==> config.mk <==
export PLATFORM = sky130hd
export DESIGN_NAME = vat_regs
export DESIGN_NICKNAME = d
export VERILOG_FILES = /design/src/rtl/core/vat_pkg.sv /design/src/rtl/core/vat_regs.sv
export SDC_FILE = /design/constraint.sdc
export NUM_CORES = 1
export LEC_CHECK = 0
export BUFFER_PORTS_ARGS = -buffer_cell sky130_fd_sc_hd__buf_2
export CAP_MARGIN = 20
export CORE_MARGIN = 4
export CORE_UTILIZATION = 51
export CTS_CLUSTER_SIZE = 28
export DETAILED_ROUTE_END_ITERATION = 12
export GPL_TIMING_DRIVEN = 0
export MAX_ROUTING_LAYER = met4
export PLACE_DENSITY = 0.81
export SKIP_LAST_GASP = 1
export SLEW_MARGIN = 20
export SYNTH_ARGS = -nofsm -noshare
export SYNTH_HDL_FRONTEND = slang
export SYNTH_SLANG_ARGS = --single-unit
export TNS_END_PERCENT = 100
==> constraint.sdc <==
create_clock -name clk_i -period 1.85 [get_ports clk_i]
set_clock_uncertainty 0.2 [all_clocks]
set_input_delay 0.185 -clock clk_i [delete_from_list [all_inputs] [get_ports clk_i]]
set_output_delay 0.185 -clock clk_i [all_outputs]
set_load 0.02 [all_outputs]
==> src/rtl/core/vat_pkg.sv <==
// types and constants shared by the vertex affine transform
`timescale 1ns / 1ps
`default_nettype none

package vat_pkg;

  localparam int unsigned CoefW    = 16;
  localparam int unsigned CoefFrac = 14;
  localparam int unsigned CrdW     = 32;
  localparam int unsigned RowW     = 48;
  localparam int unsigned PrdW     = 48;
  localparam int unsigned MagW     = 50;
  localparam int unsigned PosW     = 52;
  localparam int unsigned NrmW     = 30;
  localparam int unsigned SqW      = 60;
  localparam int unsigned SumW     = 62;
  localparam int unsigned RootW    = 63;
  localparam int unsigned TmpW     = 64;
  localparam int unsigned QuoW     = 17;
  localparam int unsigned UnitFrac = 16;
  localparam int unsigned ShW      = 6;
  localparam int unsigned AddrW    = 6;
  localparam int unsigned DataW    = 64;
  localparam int unsigned RegSel   = 3;

  localparam int RndHalf = 8192;

  localparam logic [CrdW-1:0] MaxS = 32'h7fff_ffff;
  localparam logic [CrdW-1:0] MinS = 32'h8000_0000;

  localparam logic [RowW-1:0] Row0Rst = 48'h0000_0000_4000;
  localparam logic [RowW-1:0] Row1Rst = 48'h0000_4000_0000;
  localparam logic [RowW-1:0] Row2Rst = 48'h4000_0000_0000;

  // back pipeline stage map
  localparam int unsigned StgShamt  = 1;
  localparam int unsigned StgShift  = 2;
  localparam int unsigned StgSq     = 3;
  localparam int unsigned StgSum    = 4;
  localparam int unsigned StgRoot0  = 5;
  localparam int unsigned RootSteps = 32;
  localparam int unsigned StgDivSet = StgRoot0 + RootSteps;
  localparam int unsigned StgDiv0   = StgDivSet + 1;
  localparam int unsigned StgFin    = StgDiv0 + QuoW;
  localparam int unsigned NStg      = StgFin + 1;

  typedef enum logic [2:0] {
    REG_ROW0 = 3'd0,
    REG_ROW1 = 3'd1,
    REG_ROW2 = 3'd2,
    REG_TX   = 3'd3,
    REG_TY   = 3'd4,
    REG_TZ   = 3'd5
  } reg_idx_e;

  typedef enum logic {
    KIND_POS = 1'b0,
    KIND_DIR = 1'b1
  } kind_e;

  typedef struct packed {
    logic [2:0][RowW-1:0] row;
    logic [2:0][CrdW-1:0] tr;
  } cfg_t;

  typedef struct packed {
    logic                 full;
    logic                 empty;
  } qst_t;

  typedef struct packed {
    logic                 dir;
    logic                 sat;
    logic [2:0]           neg;
    logic [2:0][MagW-1:0] val;
  } ent_t;

  typedef struct packed {
    logic                 dir;
    logic                 sat;
    logic                 zero;
    logic [2:0]           neg;
    logic [2:0][MagW-1:0] val;
    logic                 shr;
    logic [ShW-1:0]       sh;
    logic [2:0][SqW-1:0]  sq;
    logic [SumW-1:0]      n;
    logic [RootW-1:0]     r;
    logic [2:0][QuoW-1:0] q;
  } bk_t;

endpackage

`default_nettype wire

==> src/rtl/core/vat_regs.sv <==
// apb configuration registers
`timescale 1ns / 1ps
`default_nettype none

module vat_regs import vat_pkg::*; (
  input  logic             clk_i,
  input  logic             rst_ni,
  input  logic             psel,
  input  logic             penable,
  input  logic             pwrite,
  input  logic [AddrW-1:0] paddr,
  input  logic [DataW-1:0] pwdata,
  output logic [DataW-1:0] prdata,
  output logic             pready,
  output cfg_t             cfg_o
);

  cfg_t     cfg_q;
  reg_idx_e idx;

  assign idx    = reg_idx_e'(paddr[AddrW-1:RegSel]);
  assign pready = 1'b1;
  assign cfg_o  = cfg_q;

  always_ff @(posedge clk_i or negedge rst_ni) begin
    if (!rst_ni) begin
      cfg_q.row[0] <= Row0Rst;
      cfg_q.row[1] <= Row1Rst;
      cfg_q.row[2] <= Row2Rst;
      cfg_q.tr     <= '0;
    end else if (psel && penable && pwrite) begin
      case (idx)
        REG_ROW0: cfg_q.row[0] <= pwdata[RowW-1:0];
        REG_ROW1: cfg_q.row[1] <= pwdata[RowW-1:0];
        REG_ROW2: cfg_q.row[2] <= pwdata[RowW-1:0];
        REG_TX:   cfg_q.tr[0]  <= pwdata[CrdW-1:0];
        REG_TY:   cfg_q.tr[1]  <= pwdata[CrdW-1:0];
        REG_TZ:   cfg_q.tr[2]  <= pwdata[CrdW-1:0];
        default: ;
      endcase
    end
  end

  always_comb begin
    case (idx)
      REG_ROW0: prdata = DataW'(cfg_q.row[0]);
      REG_ROW1: prdata = DataW'(cfg_q.row[1]);
      REG_ROW2: prdata = DataW'(cfg_q.row[2]);
      REG_TX:   prdata = DataW'(cfg_q.tr[0]);
      REG_TY:   prdata = DataW'(cfg_q.tr[1]);
      REG_TZ:   prdata = DataW'(cfg_q.tr[2]);
      default:  prdata = '0;
    endcase
  end

endmodule

`default_nettype wire

Word level (Yosys, flattened, before mapping)
Index checks and enable logic that the tools add are counted.
Storage, ports and cells
  register bits: 240
Cells by class
  equality and inequality tests: 5
  mux-type cells: 1
  reductions and logical operators: 9
Operators with widths (number)
  $pmux W48 S6: 1
  $reduce_and A2 Y1: 6
  $eq A3 B2 Y1 const B: 2
  $eq A3 B3 Y1 const B: 2
  $eq A3 B1 Y1 const B: 1
  $logic_not A3 Y1: 1
  $logic_and A1 B1 Y1: 2

Logic depth before layout (Yosys ltp)
Gate-level depths: netlist (run 1).
  depth in word-level cells: 3
  mapped depth: 6
  gate-level depth less buffers: 3

Worst setup path before layout (run 1)
No wires, ideal clock.
  path type: input -> output
  start: in paddr[3]
  end: out prdata[10]
  data arrival time: 1419 ps
  required time: 1465 ps
  path slack: 46 ps
  stages: 5
  path buffers: 3
  cells stage by stage: buf_2 > clkbuf_1 > clkbuf_1 > a221oi_1 > a31oi_1
Between the ends
  word-level cells in the longest chain between the ends: 2
  elaborated cells between the ends (all ways): 7
Ends and longest elaborated chain
  from (decl): RTL line vat_regs.sv:11  | input logic [AddrW-1:0] paddr,
  $eq A3 B3 Y1 (tied with other cells): RTL line vat_regs.sv:45  | case (idx)
  $pmux W48 S6 *: RTL line vat_regs.sv:45
  to (decl): RTL line vat_regs.sv:13  | output logic [DataW-1:0] prdata,
Every way passes the cells marked *; elsewhere a longest branch is shown, timed or not.

Worst setup path in the final report (run 1)
  start: reg cfg_q (netlist bit cfg_o[199])
  end: out prdata[7]
Between the ends
  word-level cells in the longest chain between the ends: 1
Ends and longest elaborated chain
  from (decl): RTL line vat_regs.sv:18  | cfg_t cfg_q;
  $pmux W48 S6: RTL line vat_regs.sv:45
Every way passes these cells.

==> impl_metrics.toml, run 1 <==
[layout]
fillCellCount = 1281
largest_reg_flops = 240
area_growth_pct = 46.3
layout.nets = 1446
final_layout_size_suffix_gt1_share_pct = 66.2
num_antenna_cells = 0

[placed_design]
portBuffers = 343
place_congestion = 0.848
pre_cts_ws_ps = -1090
post-dp-hpwl_um = 27600

[power]
leakage_nw = 8.29
total_power_w = 0.0187
ir_drop_mv = 0.877
pwr_density_cell_nw_per_um2 = 1150

[yosys]
ys_ff_latch = 240
netlist_instances = 825
yosysTopAreaCell = "dfrtp_1"
ys_seq_area_share_pct = 53.8
synth_most_common_cell = "mux2_2"
syn_area_um2 = 11200
synth_top_area_share_pct = 53.1
synthFlopType = "dfrtp_1"
synth-edff-count = 0
synth.area.top_cells = "dfrtp_1 53%, mux2_2 26%, mux2i_1 3.6%, mux2_1 2.6%, buf_4 2.2%"
async_flop_share_pct = 100
ys_warn_count = 0
avgSynthCellArea_um2 = 13.5
yosysUniqueCellTypes = 34
yosys-top-cells-count = "259 x mux2_2, 237 x dfrtp_1, 45 x nand2_1"

[routing]
wl_met3_um = 3810
wirelength_met1_um = 15900
dr.max_layer_used = "met4"
avgViaCountPerCell = 5.81
initialDrtViolationCount = 600
vias = 9660
wl_met2_um = 22100
drt-total-wl_um = 43600
drt-pass1-iter-count = 5
antenna_left = 0
wl_per_cell_um = 26.2
drc = 0

[clocking]
cts.reportedPaths.clkPinSlew_ps = 60
htreeDepth = 1
cts_buffers = 25
cts_tree = "yes"
cts_buffer_depth = 3
clock_latency_ps = 510
root_buffer = "clkbuf_16"
cts_sinks = 240

[worst_setup_path]
crit_fanout = 3
required_ps = 1460
cp-end-kind = "primary output"
path_class = "reg -> out"
rr_worst_depth = 3
crit_arrival_ps = 1710
startpoint_type = "register"

[min_path]
hold_path.class = "in -> reg"
hold-path-cell-count = 4

[grt]
grt_pass1_wl_um = 63300
grt_max_degree = 94
grt_pass1_vias = 10339
grt_usage_pct = 35.2
antenna_found_initial = 0
gr-total-overflow = 0

[timing]
fmax_mhz = 476
hold_viol = 0
post-route-period-util_pct = 113
worst_pin_slew_ps = 653
report.final.slew_viol_count = 0
holdWs_ps = 29.4
maxSlewHeadroom_pct = 56.4
rsz0062_at_grt = "yes"
setup_viol = 44
totalNegativeSetupSlack_ps = -5340
finalCriticalPeriod_ps = 2100
setup_slack_ps = -249

[die]
dieArea_um2 = 24300
coreArea_um2 = 21300
rows = 53
initial_core_util_pct = 52.4
die_w_um = 156
io_pins = 380
die_y_um = 156

[run_status]
outcome = "finished, violations left"
violations = "setup timing"

[flow_run]
maxCapViolCount = 0
## where the power goes
part	internal [W]	leakage [nW]	switching (W)	total (W)
logic	0.00294	4.83	0.00363	0.00657
clock network	0.00295	0.397	0.00208	0.00503
registers	0.00629	3.06	0.000801	0.00709
total	0.0122	8.29	0.00652	0.0187
## per-stage QoR
step | cell area [µm²] | utilization (%) | instances
4_1_cts | 15900 | 74.9 | 1640
5_1_grt | 16300 | 76.7 | 1664
6_report | 16300 | 76.7 | 1664
3_3_place_gp | 13300 | 62.4 | 1458
2_1_floorplan | 11200 | - | 840
3_5_place_dp | 13300 | 62.7 | 1460
## what timing repair did
item	CTS	global route
pin swaps	33	27
hold buffers	49	0
gates cloned	0	0
hold endpoints to repair	348	0
gates resized for setup	202	46
setup endpoints to repair	56	48
setup buffers	86	24
## worst max-delay path: stages, from the launching register on
cell and delay, ps:
dfrtp_1 390, mux2_4 280, a221oi_2 270, a31oi_1 80, buf_4 170
## area by class of cell
type                    instances  area, µm²  share of cell area (%)
clock buffers                  41        766                    4.69
well taps                     275        344                    2.11
clock inverters                 4       47.5                   0.291
plain buffers                  76        602                    3.69
flip-flops and latches        240       6010                    36.8
inverters                       1       5.00                  0.0307
repair buffers                504       3290                    20.1
multi-input cells             523       5270                    32.2
## layout by cell type, fill, tap and decap left out, drive strengths merged, types with 12 or more instances in the layout
master,instances
buf,515
mux2,285
dfrtp,237
clkbuf,57
dlygate4sd3,49
nand2,45
mux2i,40
a21oi,28
conb,17
or2,16
a221oi,14
a31oi,12
## final timing paths
kind                                        start                      to  slack (ps)
hold reg to reg            cfg_o[122]$_DFFE_PN0P_  cfg_o[122]$_DFFE_PN0P_         310
min in group asynchronous                  rst_ni  cfg_o[188]$_DFFE_PN0P_          60
setup reg to reg           cfg_o[142]$_DFFE_PN0P_  cfg_o[142]$_DFFE_PN0P_         620
max in group asynchronous                  rst_ni   cfg_o[23]$_DFFE_PN0P_         490
setup / recovery           cfg_o[199]$_DFFE_PN0P_               prdata[7]        -250
hold / removal                            penable   cfg_o[63]$_DFFE_PN0P_          30
## metal layers
metal	GRT usage [%]	vias up
met5	-	-
met4	12.3	0
met3	7.43	120
met2	59.9	536
met1	41.5	4935
li1	-	4069
## cells by family (layout without fill, tap and decap cells)
logic type             count (synthesis)  in the layout  share of synthesized area [%]
AO/OA/AOI/OAI                         82             82                           4.98
flip-flops                           240            240                           53.8
buffers and inverters                 77            626                           4.07
multiplexers                         325            325                           32.3
other                                  2             17                         0.0673
AND/OR/NAND/NOR                       99             99                           4.70
Power figures use the tool's default switching activity.
==> run 2: changes to the inputs <==
- MAX_ROUTING_LAYER: met4 -> not set
==> impl_metrics.toml, run 2 (same netlist as run 1, synthesis figures left out) <==
[die]
io_pins = 380
die_w_um = 156
coreArea_um2 = 21300
die_y_um = 156
initial_core_util_pct = 52.4
dieArea_um2 = 24300
rows = 53

[routing]
wl_per_cell_um = 26.3
drc = 0
drt-pass1-iter-count = 5
avgViaCountPerCell = 5.84
vias = 9726
drt-total-wl_um = 43800
initialDrtViolationCount = 552
antenna_left = 0

[layout]
final_common_cell = "buf_2"
num_antenna_cells = 0
fin_cells = 1664
regArea_um2 = 6010
multi_input_area_um2 = 5280
final_layout_size_suffix_gt1_share_pct = 66.2
most-common-layout-cells = "305 x buf_2, 239 x mux2_2, 237 x dfrtp_1"
layout.nets = 1446
area_growth_pct = 46.4
finish.utilization_pct = 76.8
fillCellCount = 1279
largest_reg_flops = 240

[grt]
antenna_found_initial = 0
grt_pass1_wl_um = 63400
grt_max_degree = 94
gr-total-overflow = 0
top_usage_layer = "met2"
grt_use_met3_pct = 8.40
grt_pass1_vias = 10304
use_met2_pct = 59.9
use_met1_pct = 40.9
grt_usage_pct = 34.2

[clocking]
cts_buffer_depth = 3
cts_tree = "yes"
cts.reportedPaths.clkPinSlew_ps = 60
root_buffer = "clkbuf_16"
cts_sinks = 240
cts_buffers = 25
htreeDepth = 1
clock_latency_ps = 510

[timing]
maxSlewHeadroom_pct = 56.2
totalNegativeSetupSlack_ps = -5550
hold_viol = 0
report.final.slew_viol_count = 0
holdWs_ps = 32.0
post-route-period-util_pct = 113
fmax_mhz = 480
setup_slack_ps = -235
worst_pin_slew_ps = 658
rsz0062_at_grt = "yes"
setup_viol = 45
finalCriticalPeriod_ps = 2090

[power]
pwr_density_cell_nw_per_um2 = 1150
total_power_w = 0.0187
ir_drop_mv = 0.880
leakage_nw = 8.30

[worst_setup_path]
crit_arrival_ps = 1700
crit_fanout = 2
rr_worst_depth = 3
startpoint_type = "register"
path_class = "reg -> out"
required_ps = 1460
cp-end-kind = "primary output"

[placed_design]
portBuffers = 343
dpl.cell_count = 1460
place_congestion = 0.835
post-dp-hpwl_um = 27600

[min_path]
hold-path-cell-count = 4
hold_path.class = "in -> reg"

[run_status]
outcome = "finished, violations left"
violations = "setup timing"

[flow_run]
maxCapViolCount = 0
run 2: cell count changes in the layout (fill, tap and decap cells not counted):
cell and change:
a21oi_2 -1, a21oi_4 +1, mux2_2 -1, mux2_4 +1
run 2: per-stage QoR:
step / setup slack [ps] / cell area [µm²]
2_1_floorplan: 45.8 / 11200
3_3_place_gp: -3810 / 13300
3_5_place_dp: -1090 / 13300
4_1_cts: -220 / 15900
5_1_grt: -331 / 16300
6_report: -235 / 16300
run 2: worst paths after layout:
check / start / end / slack, ps
worst max-delay path: cfg_o[101]$_DFFE_PN0P_ / prdata[5] / -240
worst min-delay path: penable / cfg_o[32]$_DFFE_PN0P_ / 30
worst max register to register: cfg_o[142]$_DFFE_PN0P_ / cfg_o[142]$_DFFE_PN0P_ / 620
worst min register to register: cfg_o[114]$_DFFE_PN0P_ / cfg_o[114]$_DFFE_PN0P_ / 310
max in group asynchronous: rst_ni / cfg_o[174]$_DFFE_PN1P_ / 480
min in group asynchronous: rst_ni / cfg_o[188]$_DFFE_PN0P_ / 60
run 2: critical path: stages (launching register included):
cell and delay, ps:
dfrtp_1 370, mux2_4 290, a221oi_2 250, a31oi_1 100, buf_4 180
run 2: final cells by class:
cell class                 instances  area share, %
sequential                       240           36.8
multi-input combinational        523           32.3
timing repair buffer             504           20.1
clock buffer                      41           4.69
buffer                            76           3.68
tap                              275           2.11
clock inverter                     4          0.291
inverter                           1         0.0306
run 2: what timing repair did:
| action | 4_1_cts | 5_1_grt |
|---|---|---|
| hold buffers | 49 | 0 |
| endpoints found under the hold margin | 348 | 0 |
| cloned | 0 | 0 |
| resized for setup | 202 | 48 |
| buffers inserted | 86 | 24 |
| setup endpoints to repair | 56 | 48 |
| pin swaps | 33 | 29 |
run 2: routing by layer:
metal | up-vias | wire length, µm
li1 | 4065 | -
met1 | 4957 | 15700
met2 | 572 | 22100
met3 | 132 | 4080
met4 | 0 | 1960
met5 | - | 0
run 2: where the power goes:
| group | internal (W) | leakage (nW) | switching [W] |
|---|---|---|---|
| sequential | 0.00629 | 3.06 | 0.000801 |
| combinational | 0.00295 | 4.84 | 0.00364 |
| clock | 0.00295 | 0.397 | 0.00209 |
