--- src/rtl/core/vat_pkg.sv ---
// types and constants shared by the vertex affine transform
`timescale 1ns / 1ps
`default_nettype none

package vat_pkg;

  localparam int unsigned CoefW    = 16;
  localparam int unsigned CoefFrac = 14;
  localparam int unsigned CrdW     = 32;
  localparam int unsigned RowW     = 48;
  localparam int unsigned PrdW     = 48;
  localparam int unsigned MagW     = 50;
  localparam int unsigned PosW     = 52;
  localparam int unsigned NrmW     = 30;
  localparam int unsigned SqW      = 60;
  localparam int unsigned SumW     = 62;
  localparam int unsigned RootW    = 63;
  localparam int unsigned TmpW     = 64;
  localparam int unsigned QuoW     = 17;
  localparam int unsigned UnitFrac = 16;
  localparam int unsigned ShW      = 6;
  localparam int unsigned AddrW    = 6;
  localparam int unsigned DataW    = 64;
  localparam int unsigned RegSel   = 3;

  localparam int RndHalf = 8192;

  localparam logic [CrdW-1:0] MaxS = 32'h7fff_ffff;
  localparam logic [CrdW-1:0] MinS = 32'h8000_0000;

  localparam logic [RowW-1:0] Row0Rst = 48'h0000_0000_4000;
  localparam logic [RowW-1:0] Row1Rst = 48'h0000_4000_0000;
  localparam logic [RowW-1:0] Row2Rst = 48'h4000_0000_0000;

  // back pipeline stage map
  localparam int unsigned StgShamt  = 1;
  localparam int unsigned StgShift  = 2;
  localparam int unsigned StgSq     = 3;
  localparam int unsigned StgSum    = 4;
  localparam int unsigned StgRoot0  = 5;
  localparam int unsigned RootSteps = 32;
  localparam int unsigned StgDivSet = StgRoot0 + RootSteps;
  localparam int unsigned StgDiv0   = StgDivSet + 1;
  localparam int unsigned StgFin    = StgDiv0 + QuoW;
  localparam int unsigned NStg      = StgFin + 1;

  typedef enum logic [2:0] {
    REG_ROW0 = 3'd0,
    REG_ROW1 = 3'd1,
    REG_ROW2 = 3'd2,
    REG_TX   = 3'd3,
    REG_TY   = 3'd4,
    REG_TZ   = 3'd5
  } reg_idx_e;

  typedef enum logic {
    KIND_POS = 1'b0,
    KIND_DIR = 1'b1
  } kind_e;

  typedef struct packed {
    logic [2:0][RowW-1:0] row;
    logic [2:0][CrdW-1:0] tr;
  } cfg_t;

  typedef struct packed {
    logic                 full;
    logic                 empty;
  } qst_t;

  typedef struct packed {
    logic                 dir;
    logic                 sat;
    logic [2:0]           neg;
    logic [2:0][MagW-1:0] val;
  } ent_t;

  typedef struct packed {
    logic                 dir;
    logic                 sat;
    logic                 zero;
    logic [2:0]           neg;
    logic [2:0][MagW-1:0] val;
    logic                 shr;
    logic [ShW-1:0]       sh;
    logic [2:0][SqW-1:0]  sq;
    logic [SumW-1:0]      n;
    logic [RootW-1:0]     r;
    logic [2:0][QuoW-1:0] q;
  } bk_t;

endpackage

`default_nettype wire

--- src/rtl/core/vat_queue.sv ---
// short queue between front and back
`timescale 1ns / 1ps
`default_nettype none

module vat_queue import vat_pkg::*; #(
  parameter int unsigned Depth = 4
) (
  input  logic clk_i,
  input  logic rst_ni,
  input  logic push_i,
  input  ent_t ent_i,
  input  logic pop_i,
  output ent_t head_o,
  output qst_t qst_o
);

  localparam int unsigned PtrW = (Depth > 1) ? $clog2(Depth) : 1;
  localparam int unsigned CntW = $clog2(Depth + 1);

  ent_t            mem_q [Depth];
  logic [PtrW-1:0] wr_q;
  logic [PtrW-1:0] rd_q;
  logic [CntW-1:0] cnt_q;

  assign head_o      = mem_q[rd_q];
  assign qst_o.full  = (cnt_q == CntW'(Depth));
  assign qst_o.empty = (cnt_q == '0);

  always_ff @(posedge clk_i or negedge rst_ni) begin
    if (!rst_ni) begin
      wr_q  <= '0;
      rd_q  <= '0;
      cnt_q <= '0;
    end else begin
      if (push_i) begin
        wr_q <= (wr_q == PtrW'(Depth - 1)) ? '0 : wr_q + 1'b1;
      end
      if (pop_i) begin
        rd_q <= (rd_q == PtrW'(Depth - 1)) ? '0 : rd_q + 1'b1;
      end
      cnt_q <= cnt_q + CntW'(push_i) - CntW'(pop_i);
    end
  end

  always_ff @(posedge clk_i) begin
    if (push_i) begin
      mem_q[wr_q] <= ent_i;
    end
  end

endmodule

`default_nettype wire

--- config.mk ---
export PLATFORM = sky130hd
export DESIGN_NAME = vat_queue
export DESIGN_NICKNAME = d
export VERILOG_FILES = /design/src/rtl/core/vat_pkg.sv /design/src/rtl/core/vat_queue.sv
export SDC_FILE = /design/constraint.sdc
export NUM_CORES = 1
export LEC_CHECK = 0
export ABC_AREA = 0
export BUFFER_PORTS_ARGS = -buffer_cell sky130_fd_sc_hd__buf_2
export CAP_MARGIN = 20
export CORE_MARGIN = 2
export CORE_UTILIZATION = 40
export DETAILED_ROUTE_END_ITERATION = 10
export GPL_ROUTABILITY_DRIVEN = 0
export HOLD_SLACK_MARGIN = 0.05
export PLACE_DENSITY = 0.56
export SYNTH_ARGS = -nofsm -noshare
export SYNTH_HDL_FRONTEND = slang
export SYNTH_SLANG_ARGS = --single-unit
--- constraint.sdc ---
create_clock -name clk_i -period 6.9 [get_ports clk_i]
set_clock_uncertainty 0.05 [all_clocks]
set_input_delay 1.035 -clock clk_i [delete_from_list [all_inputs] [get_ports clk_i]]
set_output_delay 1.035 -clock clk_i [all_outputs]
set_load 0.01 [all_outputs]
# Word level (Yosys, flattened, before mapping)
# Memories as Yosys holds them, arrays and structs flattened.
# Cells that the tools add are included.
# classes
add_sub_neg	4
eq_ne	3
n_mux	4
reduce_logical	1
# ops
operator	n
2-bit by 1-bit adder with 2-bit output (second input constant)	2
2-bit == test (second input constant)	2
2-bit 2-to-1 mux	2
3-bit by 1-bit adder with 3-bit output	1
3-bit == test (second input constant)	1
3-bit zero test	1
3-bit by 1-bit subtractor with 3-bit output	1
1-bit 2-to-1 mux	2
# word_totals
regBits	7
mem_bits_rw	620
inputBits	159
mem_count	1
# mem_list
memory	depth	width	read_ports	rd_clocked_by_memory_dff	wr	line	source
mem_q	4	155	1	0	1	vat_queue.sv:20	ent_t mem_q [Depth];

# Logic depth before layout (Yosys ltp)
# Gate-level depths: netlist of the first run.
# depth
ltp_word	2
mapped_depth	7
ltp_nobuf	7

# Worst setup path before layout of the first run
# OpenSTA, ideal clock, no wires.
# synth_path
kind	input to register
from	input port push_i
to	memory mem_q[0][0] (netlist bit), enable pin
arrival_time_ns	4.570
slack_ns	1.748
cell_stages	1
path_buffers	0
cell_sequence	and2_1
# synth_via
elab_chain_cells	2
# synth_lines
item	line	source
start, declared	vat_queue.sv:10	input logic push_i,
1-bit 2-to-1 mux	vat_queue.sv:46	if (push_i) begin
1-bit 2-to-1 mux (not written as such)	vat_queue.sv:47	mem_q[wr_q] <= ent_i;
end, declared	vat_queue.sv:20	
# No other way between the ends.

==> summary.md, run 1 <==
| Metric | Value |
|---|---|
| Run status | finished clean |
| Fin. Hold Viols | 0 |
| Xor-xnor portion of the synthesized cell area | 0.0765% |
| Pin count of the biggest net entering global routing | 156 |
| Die area | 59200 um^2 |
| Final global-route overflow total | 0 |
| Antenna violation net count after detailed routing | 0 |
| Async set-reset flop share out of synthesis | 1.12% |
| Count of standard-cell rows | 87 |
| Kind of end point of the critical path | primary output |
| Required time of the critical path | 5.81 ns |
| Tmin final | 3.86 ns |
| TritonCTS Sinks | 627 |
| Portion of netlist area occupied by mux cells | 15.4% |
| Number of port buffers | 315 |
| Nature of the critical path startpoint | register |
| Power density over cell area | 424 nW/um^2 |
| Total wire length after detailed routing | 45200 um |
| Count of fill cells added during filler insertion | 4602 |
| I/O Pins | 316 |
| Cell type group with the largest total delay on the critical path | flip-flops |
| Cell count after synthesis | 846 |
| Pwr Total | 11600 uW |
| Routed wire length per instance | 22.4 um |
| Yosys warns | 0 |
| Post-Synthesis Net Count | 1013 |
| Post-synthesis sequential area ratio | 82.1% |
| Worst Path Arrival | 2.77 ns |
| TritonCTS buffer count | 67 |
| Most frequent cell after synthesis | sky130_fd_sc_hd__edfxtp_1 |
| Leakage | 0.00921 uW |
| MaxCap Viol Count | 0 |
| Combinational family with the most area after synthesis | multiplexers |
| Die Span Y | 243 um |
| Flop and latch count out of synthesis | 627 |
| Fin util | 48.3% |
| Highest-delay cell along the critical path | sky130_fd_sc_hd__dfrtp_4 |
| Startpoint of the most critical register-to-register path | wr_q[0] |
| Crit-path max FO | 81 |
| Cell accounting for the most synthesized area | sky130_fd_sc_hd__edfxtp_1 |
| Count of routing violations after the opening detailed-route iteration | 677 |
| Slew Viols, Final | 0 |
| Final Setup Violations | 0 |
| Wire length of the first global-routing pass | 67800 um |
| Fin crit share | 55.9% |
| Vias per cell | 5.04 |
| HPWL after DPL | 24900 um |
| Overall fraction of global-route tracks in use | 15.5% |
| Clock Tree Buf Depth | 3 |
| Number of nets in the finished design | 1372 |
| Clock latency on the worst-skew pair | 0.58 ns |
| Area fraction in compound gates after synthesis | 0.0437% |
| Adder-Cell Fraction of Synth Area | 0.470% |
| Post_cts resized | 0 |
| Top-area cell type share of the netlist area | 81.3% |
| Commonest cells post-synth | sky130_fd_sc_hd__edfxtp_1 (620), sky130_fd_sc_hd__mux4_2 (155), sky130_fd_sc_hd__buf_2 (16) |
| CTS tree | yes |
| Via count of the first global-routing pass | 10800 |
| Antenna violations before repair | 10 |
| Area Overhead vs Synth | 19.2% |
| Worst setup path class | register to primary output |
| Biggest cell delay along the critical path | 0.71 ns |
| Clock tree root driver cell | sky130_fd_sc_hd__clkbuf_16 |
| Actual transition at the worst max-transition pin | 1.31 ns |
| Post-Synthesis Cell Area | 22900 um^2 |
| Highest attainable clock frequency | 259 MHz |
| Clk pin slew, worst setup/hold paths | 0.06 ns |
| Buffers & Inverters on Critical Path | 2 |
| List of cells traversed by the critical path | buf_12 -> mux4_2 -> buf_2 |
| Kind of path behind the tightest hold check | primary input to asynchronous set/reset pin |
| Hold-fix buffers at CTS | 0 |
| Core Region | 56500 um^2 |
| VDD IR-drop max | 330 uV |
| Normalized max-slew margin | 12.9% |
| Most frequently used flop master after synthesis | sky130_fd_sc_hd__edfxtp_1 |
| Worst Setup SP | rd_q[0] |
| Post-synth EDFFs | 620 |
| Layout cell share with drive strength beyond 1 | 46.5% |
| Horizontal die dimension | 243 um |
| Number of setup buffers added after CTS | 0 |
| Starting Density | 40.5% |
| RSZ-0062 raised after global routing | no |
| Top cells by area in the synthesized netlist | sky130_fd_sc_hd__edfxtp_1 (81%), sky130_fd_sc_hd__mux4_2 (15%), sky130_fd_sc_hd__buf_12 (0.96%), sky130_fd_sc_hd__dfrtp_1 (0.77%), sky130_fd_sc_hd__ha_1 (0.38%) |
| DRT Pass-1 Iters | 4 |
| Post-synthesis average cell area | 27.1 um^2 |
| Post-synthesis share of cell area spent on and, or, nand and nor gates | 0.230% |
| Remaining design rule violation count | 0 |
| Total Neg Setup Slack | 0 ns |
| Routed via count | 10100 |
| Htree depth | 3 |
| Count of different cell masters after synthesis | 21 |
-- kinds of logic (layout without fill, tap and decap cells) --
family                   after synthesis  count (layout)
buffers and inverters                 41             448
AND/OR/NAND/NOR                        9               9
adder cells (fa/ha/maj)                8               8
multiplexers                         157             157
XOR/XNOR                               2               2
AO/OA/AOI/OAI                          2               2
other                                  0               4
flip-flops                           627             627
-- flip-flops by register name, summed over array words and instances (netlist names) --
name / flops
cnt_q: 3
rd_q: 2
wr_q: 2
mem_q: 620
-- area by class of cell --
cell class                 count  area [um^2]  share of cell area [%]
multi-input combinational    178         3710                    13.6
antenna                        4         10.0                  0.0367
clock buffer                  75         1750                    6.41
clock inverter                42          323                    1.18
inverter                       6         22.5                  0.0826
timing repair buffer         325         1710                    6.28
tap                          756          946                    3.47
sequential                   627        18800                    68.9
-- worst reg2reg max path: stages (launching register included) --
cell,delay [ns]
sky130_fd_sc_hd__dfrtp_1,0.42
sky130_fd_sc_hd__inv_1,0.11
sky130_fd_sc_hd__ha_1,0.15
sky130_fd_sc_hd__and2_4,0.69
sky130_fd_sc_hd__buf_4,0.91
-- placed cells by master (no fill, tap or decap), drive strengths merged --
| cell type | count |
|---|---|
| mux2 | 2 |
| diode | 4 |
| or3b | 1 |
| nor3 | 1 |
| xnor2 | 2 |
| ha | 7 |
| inv | 10 |
| edfxtp | 620 |
| nand2 | 1 |
| fa | 1 |
| buf | 325 |
| clkbuf | 75 |
| and2 | 4 |
| clkinvlp | 3 |
| and3 | 1 |
| o21ai | 2 |
| bufinv | 4 |
| clkinv | 31 |
| nor2 | 1 |
| dfrtp | 7 |
| mux4 | 155 |
-- through the flow --
stage               area (um^2)  cells  hold WS (ns)  worst slack (ns)
floorplan                 22900    846         0.509              1.75
global placement          25200   1892         0.556              3.48
detailed placement        25200   1892         0.546              3.47
CTS                       27300   2009         0.227              2.90
global route              27300   2010         0.242              2.84
finish                    27300   2013         0.262              3.04
-- final timing paths --
check	end	slack (ns)	cells past startpoint
max	head_o[122]	3.04	3
min	cnt_q[0]	0.26	1
max reg2reg	mem_q[2][70]	4.16	4
min reg2reg	cnt_q[2]	0.57	2
max in group asynchronous	rd_q[1]	6.30	1
min in group clk_i	cnt_q[2]	0.57	2
-- metal layers --
metal  global-route usage (%)  vias up  wire length (um)
met2                     23.3      273             21000
li1                         -     4404                 -
met5                        0        -                93
met4                     5.05       16               898
met3                     5.54       81              3690
met1                     21.0     5372             19400
-- report_power, final --
group	leakage (uW)	internal (uW)	switching [uW]	total (uW)
logic	0.00242	1410	1710	3110
registers	0.00578	4890	185	5070
clock network	0.00101	1970	1410	3390
Power figures use the tool's default switching activity.
==> inputs of run 2 (changes only) <==
Settings changed: PLACE_DENSITY 0.56 to 0.58.
Clock period 6.9 ns to 3.4 ns, I/O delays scaled along.
==> run 2 against run 1 <==
  * Final cell count up 2.0%
  * Die area unchanged
  * Non-clock buffer count up 38
  * Sequential power up 100%
  * Register-to-register slack worse by 2.8 ns
  * Utilization up 0.94 points
==> summary.md, run 2 (synthesized netlist as in run 1, its figures left out) <==
| Metric | Value |
|---|---|
| I/O Pins | 316 |
| Clock latency on the worst-skew pair | 0.58 ns |
| Fin. Hold Viols | 0 |
| Normalized max-slew margin | 46.4% |
| Wire length of the first global-routing pass | 68400 um |
| Area used by multi-input combinational logic | 3710 um^2 |
| Cell count of the worst reg-to-reg path | 4 |
| CTS tree | yes |
| Tmin final | 3.17 ns |
| Highest-count cells in the layout ignoring fill and taps | sky130_fd_sc_hd__edfxtp_1 (620), sky130_fd_sc_hd__buf_2 (315), sky130_fd_sc_hd__mux4_2 (155) |
| Final instance area | 27800 um^2 |
| Clock Tree Buf Depth | 3 |
| Total Neg Setup Slack | 0 ns |
| Fin crit share | 93.3% |
| Total wire length after detailed routing | 45600 um |
| Hold path start | ent_i[145] |
| Area Overhead vs Synth | 21.5% |
| VDD IR-drop max | 440 uV |
| Post_cts resized | 0 |
| Path length in cells of the critical path | 3 |
| Antenna violations before repair | 10 |
| Cell type group with the largest total delay on the critical path | flip-flops |
| Run status | finished clean |
| MaxCap Viol Count | 0 |
| Antenna violation net count after detailed routing | 0 |
| Placed Instance Area | 25500 um^2 |
| Vias per cell | 5.01 |
| Number of port buffers | 315 |
| Overall fraction of global-route tracks in use | 15.6% |
| Highest-delay cell along the critical path | sky130_fd_sc_hd__dfrtp_4 |
| Required time of the critical path | 2.84 ns |
| RSZ-0062 raised after global routing | no |
| Die area | 59200 um^2 |
| Largest register by flop count | mem_q |
| Slew Viols, Final | 0 |
| Routed wire length per instance | 22.2 um |
| Horizontal die dimension | 243 um |
| WHS Path Cells | 1 |
| Clk pin slew, worst setup/hold paths | 0.06 ns |
| Worst setup path class | register to primary output |
| Startpoint of the most critical register-to-register path | wr_q[0] |
| Biggest cell delay along the critical path | 0.94 ns |
| HPWL after DPL | 27000 um |
| Crit-path max FO | 35 |
| Most common library cell in the layout ignoring fill and taps | sky130_fd_sc_hd__edfxtp_1 |
| TritonCTS buffer count | 67 |
| Clock tree root driver cell | sky130_fd_sc_hd__clkbuf_16 |
| Starting Density | 40.5% |
| List of cells traversed by the critical path | buf_4 -> mux4_2 -> buf_2 |
| Count of standard-cell rows | 87 |
| Layout cell share with drive strength beyond 1 | 46.3% |
| Pin count of the biggest net entering global routing | 74 |
| Kind of path behind the tightest hold check | primary input to register |
| Final Setup Violations | 0 |
| Worst Setup SP | rd_q[0] |
| Worst Path Arrival | 2.61 ns |
| Kind of end point of the critical path | primary output |
| Leakage | 0.00944 uW |
| Count of fill cells added during filler insertion | 4565 |
| Via count of the first global-routing pass | 11000 |
| Pwr Total | 23900 uW |
| Setup slack of the most critical reg-to-reg path | 1.36 ns |
| Number of flip-flops in the largest register | 620 |
| Largest regs | mem_q: 620 flops, cnt_q: 3 flops |
| DRT Pass-1 Iters | 4 |
| Number of nets in the finished design | 1410 |
| Remaining design rule violation count | 0 |
| Power density over cell area | 858 nW/um^2 |
| Crit path setup slack, layout | 0.227 ns |
| TritonCTS Sinks | 627 |
| Place WS | 0.746 ns |
| Die Span Y | 243 um |
| Nature of the critical path startpoint | register |
| Routed via count | 10300 |
| Actual transition at the worst max-transition pin | 0.804 ns |
| Register cell area after layout | 18800 um^2 |
| Final global-route overflow total | 0 |
| Buffers & Inverters on Critical Path | 2 |
| Htree depth | 3 |
| Count of routing violations after the opening detailed-route iteration | 652 |
| Core Region | 56500 um^2 |
| Highest attainable clock frequency | 315 MHz |
==> run 2: power breakdown <==
group | internal (uW) | switching [uW]
Clock | 4110 | 2870
Combinational | 3110 | 3450
Sequential | 9890 | 448
==> run 2: cell type report <==
class	instances	area share [%]
Antenna cell	3	0.0270
Clock buffer	82	6.54
Clock inverter	39	1.07
Inverter	6	0.0810
Multi-Input combinational cell	178	13.3
Sequential cell	627	67.6
Tap cell	756	3.40
Timing Repair Buffer	363	7.93
==> run 2: repair_timing <==
action                                 CTS  global route
endpoints found under the hold margin   81             0
hold buffers                            22             0
buffers inserted                         0             0
==> run 2: final timing paths <==
| kind | to |
|---|---|
| setup / recovery | head_o[75] |
| min in group asynchronous | cnt_q[0] |
| hold reg to reg | cnt_q[2] |
| max in group asynchronous | rd_q[0] |
| setup reg to reg | mem_q[0][129] |
| hold / removal | mem_q[3][145] |
==> run 2: worst register-to-register path, stage by stage, from the launching register on <==
cell and delay, ns:
sky130_fd_sc_hd__dfrtp_1 0.41, sky130_fd_sc_hd__inv_1 0.11, sky130_fd_sc_hd__ha_1 0.15, sky130_fd_sc_hd__and2_4 0.50, sky130_fd_sc_hd__buf_4 0.48
==> run 2: per-layer routing <==
metal	track usage [%]	vias to the layer above	part of all wire [%]
met5	0	-	0.19
met4	5.03	14	2.0
met3	5.08	76	8.3
met2	24.6	325	48
met1	20.5	5391	42
li1	-	4480	-
==> run 2: per-stage QoR <==
stage,std cells,util (%),hold slack (ns)
floorplan,846,-,0.164
global placement,1908,45.1,0.335
detailed placement,1908,45.1,0.340
CTS,2051,49.2,0.0506
global route,2052,49.2,0.0595
finish,2054,49.2,0.0894
==> inputs of run 3 (changes only) <==
--- a/config.mk
+++ b/config.mk
@@ -12,2 +12,3 @@
 export CORE_UTILIZATION = 40
+export CTS_CLUSTER_SIZE = 10
 export DETAILED_ROUTE_END_ITERATION = 10
==> constraint.sdc (replaced) <==
create_clock -name clk_i -period 3.4 [get_ports clk_i]
set_clock_uncertainty 0.05 [all_clocks]
set_input_delay 0.34 -clock clk_i [delete_from_list [all_inputs] [get_ports clk_i]]
set_output_delay 0.34 -clock clk_i [all_outputs]
set_load 0.01 [all_outputs]
==> run 3 against run 2 <==
  * Combinational power rose by 1%
  * Non-clock buffer count rose by 128
  * Clock-buffer cell count rose by 9
  * Via count rose by 4.5%
  * Wire length rose by 1.3%
  * Sequential power barely moved
  * Largest power group unchanged
  * Highest routed layer unchanged
==> summary.md, run 3 (synthesized netlist as in run 1, its figures left out) <==
| Metric | Value |
|---|---|
| Run status | finished clean |
| CTS tree | yes |
| Nature of the critical path startpoint | register |
| Power density over cell area | 819 nW/um^2 |
| Worst setup path class | register to primary output |
| Crit-path max FO | 32 |
| Highest-count cells in the layout ignoring fill and taps | sky130_fd_sc_hd__edfxtp_1 (620), sky130_fd_sc_hd__buf_2 (315), sky130_fd_sc_hd__dlygate4sd3_1 (158) |
| Final Setup Violations | 0 |
| Number of nets in the finished design | 1545 |
| Largest register by flop count | mem_q |
| Clock latency on the worst-skew pair | 0.59 ns |
| Most common library cell in the layout ignoring fill and taps | sky130_fd_sc_hd__edfxtp_1 |
| Largest regs | mem_q: 620 flops, cnt_q: 3 flops |
| Fin. Hold Viols | 0 |
| Pin count of the biggest net entering global routing | 124 |
| Antenna violation net count after detailed routing | 0 |
| Vias per cell | 4.97 |
| Pwr Total | 23800 uW |
| Kind of end point of the critical path | primary output |
| Final cell count without fillers | 2161 |
| Area Overhead vs Synth | 26.9% |
| Final global-route overflow total | 0 |
| Htree depth | 3 |
| Number of setup buffers added after CTS | 0 |
| DRT Pass-1 Iters | 8 |
| MaxCap Viol Count | 0 |
| Remaining design rule violation count | 0 |
| Slew Viols, Final | 0 |
| Via count of the first global-routing pass | 11800 |
| Fin crit share | 86.2% |
| Leakage | 0.00993 uW |
| Count of routing violations after the opening detailed-route iteration | 589 |
| Starting Density | 40.5% |
| Number of port buffers | 315 |
| Worst Path Arrival | 2.54 ns |
| Antenna violations before repair | 4 |
| Post-placement cell count | 1900 |
| Wire length of the first global-routing pass | 71200 um |
| Layout cell share with drive strength beyond 1 | 41.4% |
| Normalized max-slew margin | 44.0% |
| Clock tree root driver cell | sky130_fd_sc_hd__clkbuf_16 |
| HPWL after DPL | 26100 um |
| Count of standard-cell rows | 87 |
| Biggest cell delay along the critical path | 0.81 ns |
| I/O Pins | 316 |
| Horizontal die dimension | 243 um |
| Kind of path behind the tightest hold check | primary input to asynchronous set/reset pin |
| Die Span Y | 243 um |
| Tmin final | 2.93 ns |
| Routed via count | 10700 |
| TritonCTS Sinks | 627 |
| TritonCTS buffer count | 74 |
| Total Neg Setup Slack | 0 ns |
| Total wire length after detailed routing | 46200 um |
| Core Region | 56500 um^2 |
| Overall fraction of global-route tracks in use | 16.0% |
| RSZ-0062 raised after global routing | no |
| Routed wire length per instance | 21.4 um |
| Highest attainable clock frequency | 341 MHz |
| Actual transition at the worst max-transition pin | 0.840 ns |
| Clock Tree Buf Depth | 3 |
| Required time of the critical path | 3.01 ns |
| Clk pin slew, worst setup/hold paths | 0.05 ns |
| List of cells traversed by the critical path | buf_12 -> mux4_2 -> buf_2 |
| Die area | 59200 um^2 |
| Highest-delay cell along the critical path | sky130_fd_sc_hd__dfrtp_4 |
| Number of flip-flops in the largest register | 620 |
| VDD IR-drop max | 627 uV |
run 3: through the flow:
step | util, % | cell area, um^2 | hold WS (ns) | worst slack (ns)
2_1_floorplan | - | 22900 | -0.00559 | 0.388
3_3_place_gp | 45.0 | 25400 | 0.143 | 1.03
3_5_place_dp | 45.0 | 25400 | 0.138 | 1.02
4_1_cts | 51.4 | 29000 | 0.0591 | 0.363
5_1_grt | 51.4 | 29000 | 0.0999 | 0.291
6_report | 51.4 | 29000 | 0.107 | 0.468
run 3: final cells by class:
| cell class | instances | area (um^2) |
|---|---|---|
| clock buffers | 91 | 1960 |
| well taps | 756 | 946 |
| clock inverters | 10 | 91.3 |
| multi-input cells | 178 | 3710 |
| flip-flops and latches | 627 | 18800 |
| diodes | 2 | 5.00 |
| repair buffers | 491 | 3510 |
| fillers | 4434 | 27500 |
| inverters | 6 | 22.5 |
run 3: path summary, 6_finish.rpt:
kind / startpoint / endpoint / slack [ns] / cells after the start
max: rd_q[0] / head_o[86] / 0.47 / 3
max reg2reg: wr_q[1] / mem_q[1][134] / 1.40 / 4
min reg2reg: cnt_q[1] / cnt_q[2] / 0.56 / 2
max in group asynchronous: rst_ni / rd_q[0] / 3.00 / 2
min in group clk_i: ent_i[98] / mem_q[3][98] / 0.44 / 2
min: rst_ni / cnt_q[0] / 0.11 / 2
run 3: worst max-delay path: cells and delay by family (launching register included):
| family | cells | cell delay [ns] |
|---|---|---|
| flops | 1 | 0.81 |
| buf+inv | 2 | 0.52 |
| mux | 1 | 0.58 |
run 3: timing repair:
action,CTS,global route
endpoints found under the setup margin,0,0
hold buffers,158,0
endpoints found under the hold margin,632,0
resized for setup,0,0
run 3: power breakdown:
| part | leakage, uW | total, uW | switching (uW) | internal, uW |
|---|---|---|---|---|
| clock | 0.000995 | 6820 | 2800 | 4020 |
| combinational | 0.00316 | 6630 | 3480 | 3150 |
| sequential | 0.00578 | 10300 | 418 | 9910 |
run 3: routing by layer:
| metal | up-vias | share of wire (%) | track usage, % | routed length [um] |
|---|---|---|---|---|
| met4 | 4 | 2.2 | 4.89 | 996 |
| met1 | 5638 | 42 | 20.4 | 19500 |
| met2 | 302 | 48 | 25.9 | 22300 |
| met5 | - | 0.058 | 0 | 27 |
| met3 | 74 | 7.0 | 5.36 | 3250 |
| li1 | 4726 | - | - | - |
